==> config.mk <==
export PLATFORM = sky130hd
export DESIGN_NAME = stuffed_frame_receiver_flat
export DESIGN_NICKNAME = d
export VERILOG_FILES = /design/src/rtl/sfr_pkg.sv /design/src/rtl/sfr_ifs.sv /design/src/rtl/stuffed_frame_receiver.sv /design/src/flat_wrapper.sv
export VERILOG_INCLUDE_DIRS = /design/src /design/src/rtl
export SDC_FILE = /design/constraint.sdc
export NUM_CORES = 1
export LEC_CHECK = 0
export CAP_MARGIN = 40
export CORE_MARGIN = 10
export CORE_UTILIZATION = 68
export DETAILED_ROUTE_END_ITERATION = 10
export DONT_BUFFER_PORTS = 1
export PLACE_DENSITY = 0.84
export SKIP_CTS_REPAIR_TIMING = 1
export SLEW_MARGIN = 10
export SYNTH_ARGS = -nofsm -noshare
export SYNTH_HDL_FRONTEND = slang
export SYNTH_SLANG_ARGS = --single-unit
==> constraint.sdc <==
create_clock -name clk_i -period 9.75 [get_ports clk_i]
set_clock_uncertainty 0.1 [all_clocks]
set_input_delay 0.4875 -clock clk_i [delete_from_list [all_inputs] [get_ports clk_i]]
set_output_delay 0.4875 -clock clk_i [all_outputs]
set_load 0.03 [all_outputs]
==> src/rtl/stuffed_frame_receiver_macros.svh <==
// Assertion helpers shared by the receiver RTL.
`ifndef STUFFED_FRAME_RECEIVER_MACROS_SVH
`define STUFFED_FRAME_RECEIVER_MACROS_SVH

// Property that must hold at every clock edge outside reset.
`define SFR_ASSERT(name, clk, rstn, prop) \
  name: assert property (@(posedge clk) disable iff (!rstn) (prop)) \
    else $error("stuffed_frame_receiver: check failed");

// Consequent must hold on the clock edge after the antecedent.
`define SFR_ASSERT_NEXT(name, clk, rstn, ante, cons) \
  name: assert property (@(posedge clk) disable iff (!rstn) (ante) |=> (cons)) \
    else $error("stuffed_frame_receiver: sequence check failed");

`endif

==> src/rtl/sfr_pkg.sv <==
`default_nettype none
package sfr_pkg;

  localparam int BUFFER_BYTES    = 64;
  localparam int ADDR_W          = $clog2(BUFFER_BYTES);
  localparam int CNT_W           = $clog2(BUFFER_BYTES + 1);
  localparam int HEADER_BYTES    = 4;
  localparam int MIN_FRAME_BYTES = 5;
  localparam int GOOD_CNT_W      = 16;

  // Result status codes.
  localparam logic [1:0] STATUS_PAYLOAD = 2'd0;
  localparam logic [1:0] STATUS_EMPTY   = 2'd1;
  localparam logic [1:0] STATUS_BAD_SUM = 2'd2;

  // Configuration register indexes.
  localparam logic [1:0] CFG_DEVICE_ID   = 2'd0;
  localparam logic [1:0] CFG_HEAD_FIRST  = 2'd1;
  localparam logic [1:0] CFG_HEAD_SECOND = 2'd2;

  // Register reset values.
  localparam logic [7:0] DEVICE_ID_RST   = 8'h01;
  localparam logic [7:0] HEAD_FIRST_RST  = 8'hF5;
  localparam logic [7:0] HEAD_SECOND_RST = 8'hAA;

endpackage
`default_nettype wire

==> src/rtl/sfr_ifs.sv <==
`default_nettype none
// Received byte channel.
interface sfr_in_if;
  logic       valid;
  logic       ready;
  logic [7:0] rx_byte;

  modport source (output valid, output rx_byte, input ready);
  modport sink   (input valid, input rx_byte, output ready);
endinterface

// Result channel.
interface sfr_out_if;
  logic                           valid;
  logic                           ready;
  logic [1:0]                     status;
  logic [7:0]                     payload_byte;
  logic                           last;
  logic [sfr_pkg::GOOD_CNT_W-1:0] good_frames;

  modport source (output valid, output status, output payload_byte, output last,
                  output good_frames, input ready);
  modport sink   (input valid, input status, input payload_byte, input last,
                  input good_frames, output ready);
endinterface
`default_nettype wire

==> src/rtl/stuffed_frame_receiver.sv <==
// Channel   | Direction | Contents
// rx_i      | in        | rx_byte: one byte received from the serial link
// res_o     | out       | status, payload_byte, last, good_frames
// cfg_*     | in        | write port for device_id, head_first, head_second
//
// Hunting and payload bytes are taken in S_IDLE; after the length byte that opens
// a frame, S_HDR lets one adder fold the three remaining header bytes into the
// checksum while no byte is taken. The checksum byte leads to S_CHECK; a good frame
// then passes each buffered payload byte through S_RD (memory read) and S_EVAL
// (destuff), then S_FIN for the final result; a full output register stalls these.
// Reset is asynchronous and active low; the frame store is not reset.
// A stalled result holds in the output register while the sequencer waits on it.
`default_nettype none
`include "stuffed_frame_receiver_macros.svh"
module stuffed_frame_receiver (
  input  wire logic       clk_i,
  input  wire logic       rst_ni,
  input  wire logic       cfg_we_i,
  input  wire logic [1:0] cfg_idx_i,
  input  wire logic [7:0] cfg_data_i,
  sfr_in_if.sink          rx_i,
  sfr_out_if.source       res_o
);

  localparam int AW = sfr_pkg::ADDR_W;
  localparam int CW = sfr_pkg::CNT_W;
  localparam int GW = sfr_pkg::GOOD_CNT_W;

  // Sequencer states.
  localparam logic [2:0] S_IDLE  = 3'd0;  // waiting for a byte
  localparam logic [2:0] S_HDR   = 3'd1;  // folding header bytes into the checksum
  localparam logic [2:0] S_CHECK = 3'd2;  // comparing the checksum
  localparam logic [2:0] S_RD    = 3'd3;  // reading a payload byte from the store
  localparam logic [2:0] S_EVAL  = 3'd4;  // destuffing and emitting
  localparam logic [2:0] S_FIN   = 3'd5;  // emitting the final result

  logic [2:0]    state_q, state_d;
  logic [7:0]    dev_id_q, head1_q, head2_q;
  logic [7:0]    hist_q [3];
  logic [7:0]    hist_d [3];
  logic          collect_q, collect_d;
  logic [CW-1:0] wi_q, wi_d;
  logic [CW-1:0] len_q, len_d;
  logic [7:0]    hdr_q [3];
  logic [7:0]    hdr_d [3];
  logic [1:0]    hcnt_q, hcnt_d;
  logic [7:0]    sum_q, sum_d;
  logic [7:0]    chk_q, chk_d;
  logic [GW-1:0] good_cnt_q, good_cnt_d;
  logic [CW-1:0] idx_q, idx_d;
  logic [7:0]    rd_q;
  logic [7:0]    p1_q, p1_d, p2_q, p2_d;
  logic [7:0]    pend_q, pend_d;
  logic          pend_v_q, pend_v_d;

  logic          out_valid_q, out_valid_d;
  logic [1:0]    out_status_q, out_status_d;
  logic [7:0]    out_byte_q, out_byte_d;
  logic          out_last_q, out_last_d;
  logic [GW-1:0] out_cnt_q, out_cnt_d;

  logic [7:0]    mem [sfr_pkg::BUFFER_BYTES];
  logic          mem_we;

  logic          in_fire, out_free, out_load;
  logic [7:0]    rx_b;
  logic          hdr_match, len_ok, drop, need_emit;
  logic [7:0]    add_op;
  logic          add_en;

  assign rx_i.ready = (state_q == S_IDLE);
  assign in_fire    = rx_i.valid && rx_i.ready;
  assign rx_b       = rx_i.rx_byte;
  assign out_free   = !out_valid_q || res_o.ready;

  assign res_o.valid        = out_valid_q;
  assign res_o.status       = out_status_q;
  assign res_o.payload_byte = out_byte_q;
  assign res_o.last         = out_last_q;
  assign res_o.good_frames  = out_cnt_q;

  // A frame opens on head_first, head_second, device_id followed by a nonzero length.
  assign hdr_match = (rx_b != 8'd0) && (hist_q[0] == dev_id_q) &&
                     (hist_q[1] == head2_q) && (hist_q[2] == head1_q);
  assign len_ok    = (rx_b >= 8'(sfr_pkg::MIN_FRAME_BYTES)) &&
                     (rx_b <= 8'(sfr_pkg::BUFFER_BYTES));

  // A zero right after the header pair is a stuffing byte and is dropped.
  assign drop      = (rd_q == 8'd0) && (p1_q == head2_q) && (p2_q == head1_q);
  assign need_emit = !drop && pend_v_q;

  // Configuration registers.
  always_ff @(posedge clk_i or negedge rst_ni) begin
    if (!rst_ni) begin
      dev_id_q <= sfr_pkg::DEVICE_ID_RST;
      head1_q  <= sfr_pkg::HEAD_FIRST_RST;
      head2_q  <= sfr_pkg::HEAD_SECOND_RST;
    end else if (cfg_we_i) begin
      case (cfg_idx_i)
        sfr_pkg::CFG_DEVICE_ID:   dev_id_q <= cfg_data_i;
        sfr_pkg::CFG_HEAD_FIRST:  head1_q  <= cfg_data_i;
        sfr_pkg::CFG_HEAD_SECOND: head2_q  <= cfg_data_i;
        default: ;
      endcase
    end
  end

  // Frame store: payload and checksum bytes, one write and one registered read.
  assign mem_we = in_fire && collect_q;

  always_ff @(posedge clk_i) begin
    if (mem_we) begin
      mem[wi_q[AW-1:0]] <= rx_b;
    end
    rd_q <= mem[idx_q[AW-1:0]];
  end

  // The one checksum adder, shared between header folding and payload bytes.
  assign sum_d = add_en ? 8'(sum_q + add_op) :
                 (in_fire && !collect_q && hdr_match && len_ok) ? head1_q : sum_q;

  always_comb begin
    state_d      = state_q;
    hist_d       = hist_q;
    collect_d    = collect_q;
    wi_d         = wi_q;
    len_d        = len_q;
    hdr_d        = hdr_q;
    hcnt_d       = hcnt_q;
    chk_d        = chk_q;
    good_cnt_d   = good_cnt_q;
    idx_d        = idx_q;
    p1_d         = p1_q;
    p2_d         = p2_q;
    pend_d       = pend_q;
    pend_v_d     = pend_v_q;
    add_op       = rx_b;
    add_en       = 1'b0;
    out_load     = 1'b0;
    out_status_d = out_status_q;
    out_byte_d   = out_byte_q;
    out_last_d   = out_last_q;
    out_cnt_d    = out_cnt_q;

    case (state_q)
      S_IDLE: begin
        if (in_fire) begin
          if (!collect_q) begin
            if (hdr_match) begin
              hist_d = '{8'd0, 8'd0, 8'd0};
              if (len_ok) begin
                collect_d = 1'b1;
                wi_d      = CW'(sfr_pkg::HEADER_BYTES);
                len_d     = CW'(rx_b);
                hdr_d     = '{head2_q, dev_id_q, rx_b};
                hcnt_d    = 2'd0;
                state_d   = S_HDR;
              end
            end else begin
              hist_d = '{rx_b, hist_q[0], hist_q[1]};
            end
          end else if ((wi_q + CW'(1)) >= len_q) begin
            // Checksum byte: the frame is complete.
            chk_d     = rx_b;
            collect_d = 1'b0;
            wi_d      = '0;
            state_d   = S_CHECK;
          end else begin
            add_en = 1'b1;
            wi_d   = wi_q + CW'(1);
          end
        end
      end

      S_HDR: begin
        add_op = hdr_q[hcnt_q];
        add_en = 1'b1;
        hcnt_d = hcnt_q + 2'd1;
        if (hcnt_q == 2'd2) begin
          state_d = S_IDLE;
        end
      end

      S_CHECK: begin
        if (sum_q != chk_q) begin
          if (out_free) begin
            out_load     = 1'b1;
            out_status_d = sfr_pkg::STATUS_BAD_SUM;
            out_byte_d   = 8'd0;
            out_last_d   = 1'b1;
            out_cnt_d    = good_cnt_q;
            state_d      = S_IDLE;
          end
        end else begin
          good_cnt_d = good_cnt_q + GW'(1);
          idx_d      = CW'(sfr_pkg::HEADER_BYTES);
          p1_d       = 8'd0;
          p2_d       = 8'd0;
          pend_v_d   = 1'b0;
          state_d    = (len_q == CW'(sfr_pkg::HEADER_BYTES + 1)) ? S_FIN : S_RD;
        end
      end

      S_RD: begin
        state_d = S_EVAL;
      end

      S_EVAL: begin
        // One result is held back so the final one can carry last.
        if (!need_emit || out_free) begin
          if (need_emit) begin
            out_load     = 1'b1;
            out_status_d = sfr_pkg::STATUS_PAYLOAD;
            out_byte_d   = pend_q;
            out_last_d   = 1'b0;
            out_cnt_d    = good_cnt_q;
          end
          if (!drop) begin
            pend_d   = rd_q;
            pend_v_d = 1'b1;
          end
          p2_d  = p1_q;
          p1_d  = rd_q;
          idx_d = idx_q + CW'(1);
          if (({1'b0, idx_q} + (CW + 1)'(2)) >= {1'b0, len_q}) begin
            state_d = S_FIN;
          end else begin
            state_d = S_RD;
          end
        end
      end

      S_FIN: begin
        if (out_free) begin
          out_load     = 1'b1;
          out_status_d = pend_v_q ? sfr_pkg::STATUS_PAYLOAD : sfr_pkg::STATUS_EMPTY;
          out_byte_d   = pend_v_q ? pend_q : 8'd0;
          out_last_d   = 1'b1;
          out_cnt_d    = good_cnt_q;
          pend_v_d     = 1'b0;
          state_d      = S_IDLE;
        end
      end

      default: begin
        state_d = S_IDLE;
      end
    endcase
  end

  assign out_valid_d = out_load ? 1'b1 : (res_o.ready ? 1'b0 : out_valid_q);

  always_ff @(posedge clk_i or negedge rst_ni) begin
    if (!rst_ni) begin
      state_q     <= S_IDLE;
      hist_q      <= '{8'd0, 8'd0, 8'd0};
      collect_q   <= 1'b0;
      wi_q        <= '0;
      len_q       <= '0;
      hcnt_q      <= 2'd0;
      good_cnt_q  <= '0;
      idx_q       <= '0;
      pend_v_q    <= 1'b0;
      out_valid_q <= 1'b0;
    end else begin
      state_q     <= state_d;
      hist_q      <= hist_d;
      collect_q   <= collect_d;
      wi_q        <= wi_d;
      len_q       <= len_d;
      hcnt_q      <= hcnt_d;
      good_cnt_q  <= good_cnt_d;
      idx_q       <= idx_d;
      pend_v_q    <= pend_v_d;
      out_valid_q <= out_valid_d;
    end
  end

  // Payload registers carry no reset.
  always_ff @(posedge clk_i) begin
    hdr_q        <= hdr_d;
    sum_q        <= sum_d;
    chk_q        <= chk_d;
    p1_q         <= p1_d;
    p2_q         <= p2_d;
    pend_q       <= pend_d;
    out_status_q <= out_status_d;
    out_byte_q   <= out_byte_d;
    out_last_q   <= out_last_d;
    out_cnt_q    <= out_cnt_d;
  end

  // While collecting, the write index stays inside the frame past the header.
  `SFR_ASSERT(a_wi_range, clk_i, rst_ni, !collect_q || ((wi_q < len_q) && (wi_q >= CW'(sfr_pkg::HEADER_BYTES))))
  // A matching checksum bumps the good-frame count by exactly one.
  `SFR_ASSERT_NEXT(a_good_inc, clk_i, rst_ni, (state_q == S_CHECK) && (sum_q == chk_q), good_cnt_q == $past(good_cnt_q) + GW'(1))
  // A checksum error is always the final result of its frame.
  `SFR_ASSERT(a_err_last, clk_i, rst_ni, !(out_valid_q && (out_status_q == sfr_pkg::STATUS_BAD_SUM)) || out_last_q)
  // The drain never reads the checksum byte or beyond.
  `SFR_ASSERT(a_drain_range, clk_i, rst_ni, (state_q != S_EVAL) || (({1'b0, idx_q} + (CW + 1)'(1)) < {1'b0, len_q}))

endmodule
`default_nettype wire
==> src/flat_wrapper.sv <==
// flat-port wrapper written by rule: the top's interface ports become plain ports
module stuffed_frame_receiver_flat 
  (clk_i, rst_ni, cfg_we_i, cfg_idx_i, cfg_data_i, rx_i_valid, rx_i_rx_byte, rx_i_ready, res_o_valid, res_o_status, res_o_payload_byte, res_o_last, res_o_good_frames, res_o_ready);
  sfr_in_if rx_i_i ();
  sfr_out_if res_o_i ();
  input  wire logic clk_i;
  input  wire logic rst_ni;
  input  wire logic cfg_we_i;
  input  wire logic [1:0] cfg_idx_i;
  input  wire logic [7:0] cfg_data_i;
  input wire logic [$bits(rx_i_i.valid)-1:0] rx_i_valid;
  input wire logic [$bits(rx_i_i.rx_byte)-1:0] rx_i_rx_byte;
  output wire logic [$bits(rx_i_i.ready)-1:0] rx_i_ready;
  output wire logic [$bits(res_o_i.valid)-1:0] res_o_valid;
  output wire logic [$bits(res_o_i.status)-1:0] res_o_status;
  output wire logic [$bits(res_o_i.payload_byte)-1:0] res_o_payload_byte;
  output wire logic [$bits(res_o_i.last)-1:0] res_o_last;
  output wire logic [$bits(res_o_i.good_frames)-1:0] res_o_good_frames;
  input wire logic [$bits(res_o_i.ready)-1:0] res_o_ready;
  assign rx_i_i.valid = rx_i_valid;
  assign rx_i_i.rx_byte = rx_i_rx_byte;
  assign rx_i_ready = rx_i_i.ready;
  assign res_o_valid = res_o_i.valid;
  assign res_o_status = res_o_i.status;
  assign res_o_payload_byte = res_o_i.payload_byte;
  assign res_o_last = res_o_i.last;
  assign res_o_good_frames = res_o_i.good_frames;
  assign res_o_i.ready = res_o_ready;
  stuffed_frame_receiver u_core (.clk_i(clk_i), .rst_ni(rst_ni), .cfg_we_i(cfg_we_i), .cfg_idx_i(cfg_idx_i), .cfg_data_i(cfg_data_i), .rx_i(rx_i_i), .res_o(res_o_i));
endmodule
==> results of run 1 <==
[critical path, cell delays in order (launching register included)]
cell	delay, ns
dfrtp_1	0.52
nor3_2	0.75
nand2_1	0.14
nor2_1	0.64
nand3_1	0.88
nor2_1	0.93
[cell usage in the layout, fill, tap and decap left out, types with 24 or more instances in the layout]
cell and n:
dfrtp_1 79, mux2i_1 90, o21ai_0 53, xnor2_1 48, clkbuf_16 73, nand2_1 63
mux2_2 33, xor2_1 31, a22o_1 24, ha_1 26, edfxtp_1 603, nand3_1 35
a21oi_1 37, mux4_2 108, nor2_1 110
[per-layer routing]
metal  part of all wire, %  vias up
li1                      -     6524
met1                    37     8054
met2                    49      982
met3                    10      191
met4                   4.2        0
met5                     0        -
[per-stage QoR]
| step | power, W | setup WS, ns | std cells | utilization (%) | hold slack, ns |
|---|---|---|---|---|---|
| floorplan | 0.00501 | 6.03 | 1636 | - | 0.0919 |
| detailed placement | 0.00547 | 5.59 | 2108 | 70.7 | 0.0954 |
| global placement | 0.00540 | 5.77 | 2105 | 70.5 | 0.0948 |
| CTS | 0.00815 | 5.57 | 2230 | 76.2 | -0.533 |
| global route | 0.00851 | 5.26 | 2251 | 77.1 | 0.0584 |
| finish | 0.00824 | 5.40 | 2252 | 77.1 | 0.0354 |
[final timing paths]
path / slack (ns) / endpoint
max: 5.40 / u_core.mem[42][3]
max in group asynchronous: 8.75 / u_core.idx_q[1]
min in group asynchronous: 0.37 / u_core.head2_q[6]
min reg2reg: 0.38 / u_core.good_cnt_q[15]
max reg2reg: 5.40 / u_core.mem[42][3]
min: 0.04 / u_core.len_q[6]
[layout make-up]
cell class | count | share of cell area, %
Clock buffer | 94 | 6.13
Multi-Input combinational cell | 831 | 23.7
Antenna cell | 1 | 0.00789
Clock inverter | 28 | 1.05
Inverter | 24 | 0.284
Tap cell | 532 | 2.10
Timing Repair Buffer | 38 | 1.75
Sequential cell | 704 | 65.0
[state kept, by name, indices dropped and copies added (netlist names), 8 cells and up]
register	flops
u_core.hdr_q	24
u_core.head2_q	8
u_core.rd_q	8
u_core.sum_q	8
u_core.res_o.good_frames	16
u_core.pend_q	8
u_core.mem	512
u_core.good_cnt_q	16
u_core.hist_q	24
u_core.head1_q	8
u_core.res_o.payload_byte	8
u_core.chk_q	8
u_core.p2_q	8
u_core.p1_q	8
u_core.dev_id_q	8
[power breakdown]
part	total [W]	internal, W	leakage [nW]	switching, W
clock network	0.00270	0.00161	1.11	0.00109
registers	0.00380	0.00348	6.68	0.000313
logic	0.00175	0.000816	2.72	0.000933
[kinds of logic (layout without fill, tap and decap cells)]
| kind of cell | Yosys count | count (layout) | share of synthesized area, % |
|---|---|---|---|
| adder cells (fa/ha/maj) | 27 | 27 | 1.21 |
| buffers and inverters | 101 | 184 | 1.43 |
| multiplexers | 231 | 231 | 13.0 |
| AO/OA/AOI/OAI | 188 | 188 | 4.47 |
| other | 0 | 1 | 0 |
| XOR/XNOR | 79 | 79 | 2.43 |
| AND/OR/NAND/NOR | 306 | 306 | 5.19 |
| flip-flops | 704 | 704 | 72.3 |
==> key figures, run 1 <==
Critical path
  – Critical path required time: ~10 ns
  – Setup CP Type: flip-flop to flip-flop
  – Worst-case reg-to-reg path depth: 5
  – Type of origin of the critical path: flip-flop
  – CP Capture Type: flip-flop
  – Worst R2R Start: u_core.state_q[0]
  – Crit path from: u_core.state_q[0]
  – Worst endpoint data arrival time: 4.47 ns
  – Crit Path Max Fanout: 11

Route
  – DRT Pass-1 Iters: 5
  – Vias: roughly 16000
  – Initial drt markers: 2067
  – Drt wl/cell: 30.2 um
  – Post-DRT Antenna Nets: 0
  – Vias per cell: approximately 7.0
  – Detailed Route WL: a little under 70000 um
  – Remaining DRCs: 0

Pwr
  – PD cells: around 260 nW/um^2
  – Maximum vdd drop: about 0.19 mV
  – Static leakage: about 11 nW

Finish
  – Area of the multi-input gates: between 7000 and 8000 sq um
  – Post-Layout Inst Area: around 32000 sq um
  – Final nets: about 1700
  – Register Area: ~21000 sq um
  – Layout cells sized above 1: 16.9%
  – Filler cells: between 2000 and 2500
  – Area growth syn-to-layout: 11.2%

Hold path
  – Hold path cells: 2
  – Hold Crit Class: input port to flip-flop
  – Hold Crit Start: rx_i_rx_byte[6]

Die
  – Die width: approximately 220 um
  – Starting Density: a little over two thirds
  – Rows: 74
  – Die Area: between 50000 and 60000 sq um
  – IO Count: between 50 and 60
  – Die H: 225 um
  – Core ar.: 41100 sq um

Yosys
  – Post-Synthesis Cells: approximately 1600
  – Post-synth top area share: between 60% and 70%
  – Ys async rst share: a little over an eighth
  – Top post-synthesis cells by count: edfxtp_1 (603), nor2_1 (110), mux4_2 (108)
  – Post-synth top area cell: edfxtp_1
  – #FFs+latches synth: 704
  – Count leader, synth: edfxtp_1
  – Post-Syn Area: between 20000 and 30000 sq um
  – Post-synthesis sequential area ratio: 72.3%
  – Post-synth net total: approximately 1700
  – Post-synth EDFFs: 603
  – Top post-synthesis cells by area: edfxtp_1 (64%), mux4_2 (8.5%), dfrtp_1 (7.2%), mux2i_1 (3.2%), xnor2_1 (1.5%)
  – Synth Flop Type: edfxtp_1
  – Yosys warnings: 0
  – Synth unique cells: 62
  – Synthesized area per cell: about 17 sq um

Flow run
  – Maxcap violations: 0

Clock network
  – H-tree depth: 3
  – Clk Tree Root Cell: clkbuf_16
  – Clk slew on worst S/H paths: 0.06 ns
  – CTS tree: yes
  – Max Buffers Root-to-Sink: 3
  – TritonCTS Sinks: 704
  – Clock insertion delay at the later pin of the skew report: 0.60 ns
  – TritonCTS buffer count: between 60 and 70

Timing
  – Final Hold Viols: 0
  – Final period util: between 40% and 50%
  – Setup TNS: 0 ns
  – Final Max Slew Viols: 0
  – Max frequency: about 0.23 GHz
  – Worst slew pin tran: 0.912 ns
  – Final setup fails: 0
  – Final min period: about 4.3 ns
  – Relative slew slack: 39.0%
  – RSZ-0062 raised after global routing: no

GRT
  – Met3 usage: under 10%
  – Vias in the first global route: 15700
  – Grt peak-use layer: met2
  – GRT Total Usage: 26.3%
  – Largest net degree at the start of global routing: between 100 and 150
  – M1 GR Usage: between 30% and 40%
  – Initial antenna violation count: 2
  – Grt met2 use: 42.5%
  – GR Overflow Total: 0
  – First-pass GRT wire length: ~100000 um

Placement
  – Post-DP HPWL: around 38000 um
  – RePlAce Congestion: between 0.8 and 0.9
  – Cell Area, Placed: ~29000 sq um
  – Input/output buffers: 0

Run status
  – Status: finished, final reports clean
No activity file was read; power rests on OpenSTA's default activity.
==> inputs of run 2 (changes only) <==
--- a/config.mk
+++ b/config.mk
@@ -6,12 +6,13 @@
 export SDC_FILE = /design/constraint.sdc
 export NUM_CORES = 1
 export LEC_CHECK = 0
+export ABC_AREA = 1
 export CAP_MARGIN = 40
 export CORE_MARGIN = 10
-export CORE_UTILIZATION = 68
+export CORE_UTILIZATION = 64
 export DETAILED_ROUTE_END_ITERATION = 10
 export DONT_BUFFER_PORTS = 1
-export PLACE_DENSITY = 0.84
+export PLACE_DENSITY = 0.8
 export SKIP_CTS_REPAIR_TIMING = 1
 export SLEW_MARGIN = 10
 export SYNTH_ARGS = -nofsm -noshare
==> constraint.sdc (replaced) <==
create_clock -name clk_i -period 4 [get_ports clk_i]
set_clock_uncertainty 0.1 [all_clocks]
set_input_delay 0.2 -clock clk_i [delete_from_list [all_inputs] [get_ports clk_i]]
set_output_delay 0.2 -clock clk_i [all_outputs]
set_load 0.03 [all_outputs]
==> run 2 against run 1 <==
The run now ends with negative hold slack left; utilization shrank 5.7 points; highest routed layer unchanged; critical endpoint is now u_core.sum_q[0]; synthesized area grew 4.9%; via count grew 31%; sequential cell count is the same; critical path type unchanged; synthesized cell count grew 59%; clock power grew 150%; clock-buffer cell count grew 4; worst hold slack lost 0.066 ns; largest power group unchanged; non-clock buffer count grew 11; total power grew 140%; register-to-register slack lost 5.1 ns.
==> key figures, run 2 <==
Critical path
  – Worst reg2reg setup slack: 0.33 ns (-5.08 ns)
  – Cell chain of the critical path: inv_1 -> nor3_1 -> a31oi_1 -> a31oi_1 -> ha_1 -> nand2_1 -> nor2_1 -> nor2_1 -> nand4_1 -> nor2_4 -> inv_2 -> nand2_4 -> inv_2 -> nand2_1
  – Max incr delay on CP: 0.48 ns (-0.45 ns)
  – Type of origin of the critical path: flip-flop
  – CP Capture Type: flip-flop
  – Setup CP Type: flip-flop to flip-flop
  – Critical-path top delay cell: dfrtp_1
  – Worst endpoint data arrival time: 3.83 ns (-0.64 ns)
  – Worst path top cell family by delay: simple AND/OR/NAND/NOR gates
  – Crit Path Max Fanout: 10 (-1)
  – Critical path required time: 4.16 ns (-5.71 ns)
  – Worst path buffer plus inverter count: 3 (+3)

Timing
  – RSZ-0062 raised after global routing: no
  – Max frequency: 0.272 GHz (+18%)
  – Final setup fails: 0 (unchanged)
  – Final Max Slew Viols: 0 (unchanged)
  – Worst slew pin tran: 0.999 ns (+0.0870 ns)
  – Worst hold margin: -0.0309 ns (-0.0663 ns)
  – Final Hold Viols: 7 (+7)
  – Final min period: 3.67 ns (-0.674 ns)
  – Final period util: 91.8% (+47 points)
  – Setup TNS: 0 ns (unchanged)
  – Relative slew slack: 33.4% (-5.6 points)

Yosys
  – Post-synth EDFFs: 603 (unchanged)
  – Simple-Gate Fraction of Synth Area: 14.6% (+9.4 points)
  – Post-synth net total: 2658 (+58%)
  – Post-synth top area share: 60.5% (-3.0 points)
  – Post-synthesis sequential area ratio: 68.9% (-3.4 points)
  – Post-synth top area cell: edfxtp_1
  – Top post-synthesis cells by count: edfxtp_1 (603), nor2_1 (428), nand2_1 (398)
  – Yosys warnings: 0 (unchanged)
  – Top post-synthesis cells by area: edfxtp_1 (61%), dfrtp_1 (6.9%), nor2_1 (5.4%), nand2_1 (5.0%), o21ai_0 (5.0%)
  – Ys async rst share: 13.2% (unchanged)
  – Mux share of post-synthesis cell area: 0.268% (-13 points)
  – Synthesized area per cell: 11.5 sq um (-34%)
  – Count leader, synth: edfxtp_1
  – #FFs+latches synth: 704 (unchanged)
  – Synth Flop Type: edfxtp_1
  – Post-Synth Adder-Cell Area: 1.15% (-0.057 points)
  – Post-Syn Area: 29900 sq um (+4.9%)
  – Post-Synthesis Cells: 2608 (+59%)
  – Largest family of logic cells by synthesized area: simple AND/OR/NAND/NOR gates
  – Xor/xnor share of the synthesized area: 1.67% (-0.76 points)
  – Synth unique cells: 51 (-18%)
  – Synth Area in Compound Gates: 9.63% (+5.2 points)

Route
  – Drt wl/cell: 23.1 um (-23%)
  – Initial drt markers: 2652 (+28%)
  – Detailed Route WL: 75700 um (+11%)
  – Vias: 20700 (+31%)
  – Remaining DRCs: 0 (unchanged)
  – Vias per cell: 6.32 (-9.6%)
  – DRT Pass-1 Iters: 8 (+3)
  – Post-DRT Antenna Nets: 0 (unchanged)

Pwr
  – PD cells: 585 nW/um^2 (+130%)
  – Total power: 0.0194 W (+140%)
  – Maximum vdd drop: 0.542 mV (+180%)
  – Static leakage: 11.9 nW (+14%)

Placement
  – RePlAce Congestion: 0.946 (+12%)
  – Input/output buffers: 0 (unchanged)
  – Post-DP HPWL: 44400 um (+18%)
  – Placed insts: 3117 (+48%)

Hold path
  – Hold Crit Class: input port to flip-flop

GRT
  – First-pass GRT wire length: 114000 um (+16%)
  – GRT Total Usage: 26.0% (-0.21 points)
  – Vias in the first global route: 20300 (+29%)
  – GR Overflow Total: 0 (unchanged)
  – Initial antenna violation count: 3 (+1)
  – Largest net degree at the start of global routing: 185 (+80%)

Finish
  – Max FFs per register: 512 (unchanged)
  – Commonest non-fill, non-tap cell in the layout: edfxtp_1
  – Finished Layout Cells: 3275 (+45%)
  – Layout cells sized above 1: 7.43% (-9.5 points)
  – Commonest non-fill, non-tap cells in the layout: edfxtp_1 (603), nor2_1 (427), nand2_1 (398), o21ai_0 (297), inv_1 (142)
  – Final nets: 2660 (+55%)
  – Area growth syn-to-layout: 10.7%

Clock network
  – CTS tree: yes
  – Max Buffers Root-to-Sink: 3 (unchanged)
  – Clock insertion delay at the later pin of the skew report: 0.61 ns (about the same)
  – Clk slew on worst S/H paths: 0.06 ns (about the same)
  – Clk Tree Root Cell: clkbuf_16
  – TritonCTS Sinks: 704 (unchanged)
  – TritonCTS buffer count: 70 (+1.4%)
  – H-tree depth: 3 (unchanged)

Run status
  – Violated checks: negative hold slack
  – Status: finished, violations left

Die
  – Core ar.: 46400 sq um (+13%)
  – Die H: 236 um (+5.1%)
  – IO Count: 52 (unchanged)
  – Die Area: 55800 sq um (+10%)
  – Rows: 79 (+6.8%)
  – Starting Density: 64.5% (-4.8 points)
  – Die width: 236 um (+5.1%)

Flow run
  – Maxcap violations: 0 (unchanged)
-- run 2: metrics by stage --
| stage | instance area, sq um | setup slack, ns | util [%] |
|---|---|---|---|
| finish | 33100 | 0.328 | 71.5 |
| global route | 33100 | 0.0731 | 71.5 |
| CTS | 32700 | 0.376 | 70.5 |
| detailed placement | 30400 | 0.427 | 65.5 |
| global placement | 30300 | 0.634 | 65.4 |
| floorplan | 29900 | 1.03 | - |
-- run 2: routing by layer --
metal	vias to the layer above	track usage, %	wire length (um)
met5	-	0	0
met4	0	11.9	3310
met3	209	5.25	7700
met2	1299	42.8	36300
met1	9999	33.0	28400
li1	9202	-	-
-- run 2: path summary, 6_finish.rpt --
check	cells after the start	to	start
setup / recovery	14	u_core.sum_q[0]	u_core.wi_q[2]
hold / removal	4	u_core.len_q[6]	rx_i_rx_byte[2]
setup reg to reg	14	u_core.sum_q[0]	u_core.wi_q[2]
hold reg to reg	0	u_core.pend_q[2]	u_core.rd_q[2]
max in group asynchronous	2	u_core.idx_q[1]	rst_ni
min in group asynchronous	2	u_core.hcnt_q[0]	rst_ni
-- run 2: area by class of cell --
type / instances / area, sq um
repair buffers: 49 / 648
well taps: 607 / 759
flip-flops and latches: 704 / 20600
fillers: 3054 / 13200
clock buffers: 98 / 1990
diodes: 4 / 10.0
multi-input cells: 1627 / 8190
clock inverters: 28 / 322
inverters: 158 / 598
-- run 2: tightest hold or removal path: cells and delay by family --
kind | cells | cell delay, ns
AOI/OAI and AO/OA | 1 | 0.05
and+or+nand+nor | 3 | 0.39
-- run 2: cells by family after synthesis --
logic type | count (synthesis)
AND/OR/NAND/NOR | 1034
flip-flops | 704
AO/OA/AOI/OAI | 501
buffers and inverters | 277
XOR/XNOR | 57
adder cells (fa/ha/maj) | 27
multiplexers | 8
-- run 2: power by group --
group	total, W	leakage [nW]	internal, W	switching, W
sequential	0.00890	6.69	0.00842	0.000485
clock	0.00662	1.13	0.00394	0.00269
combinational	0.00386	4.12	0.00125	0.00261
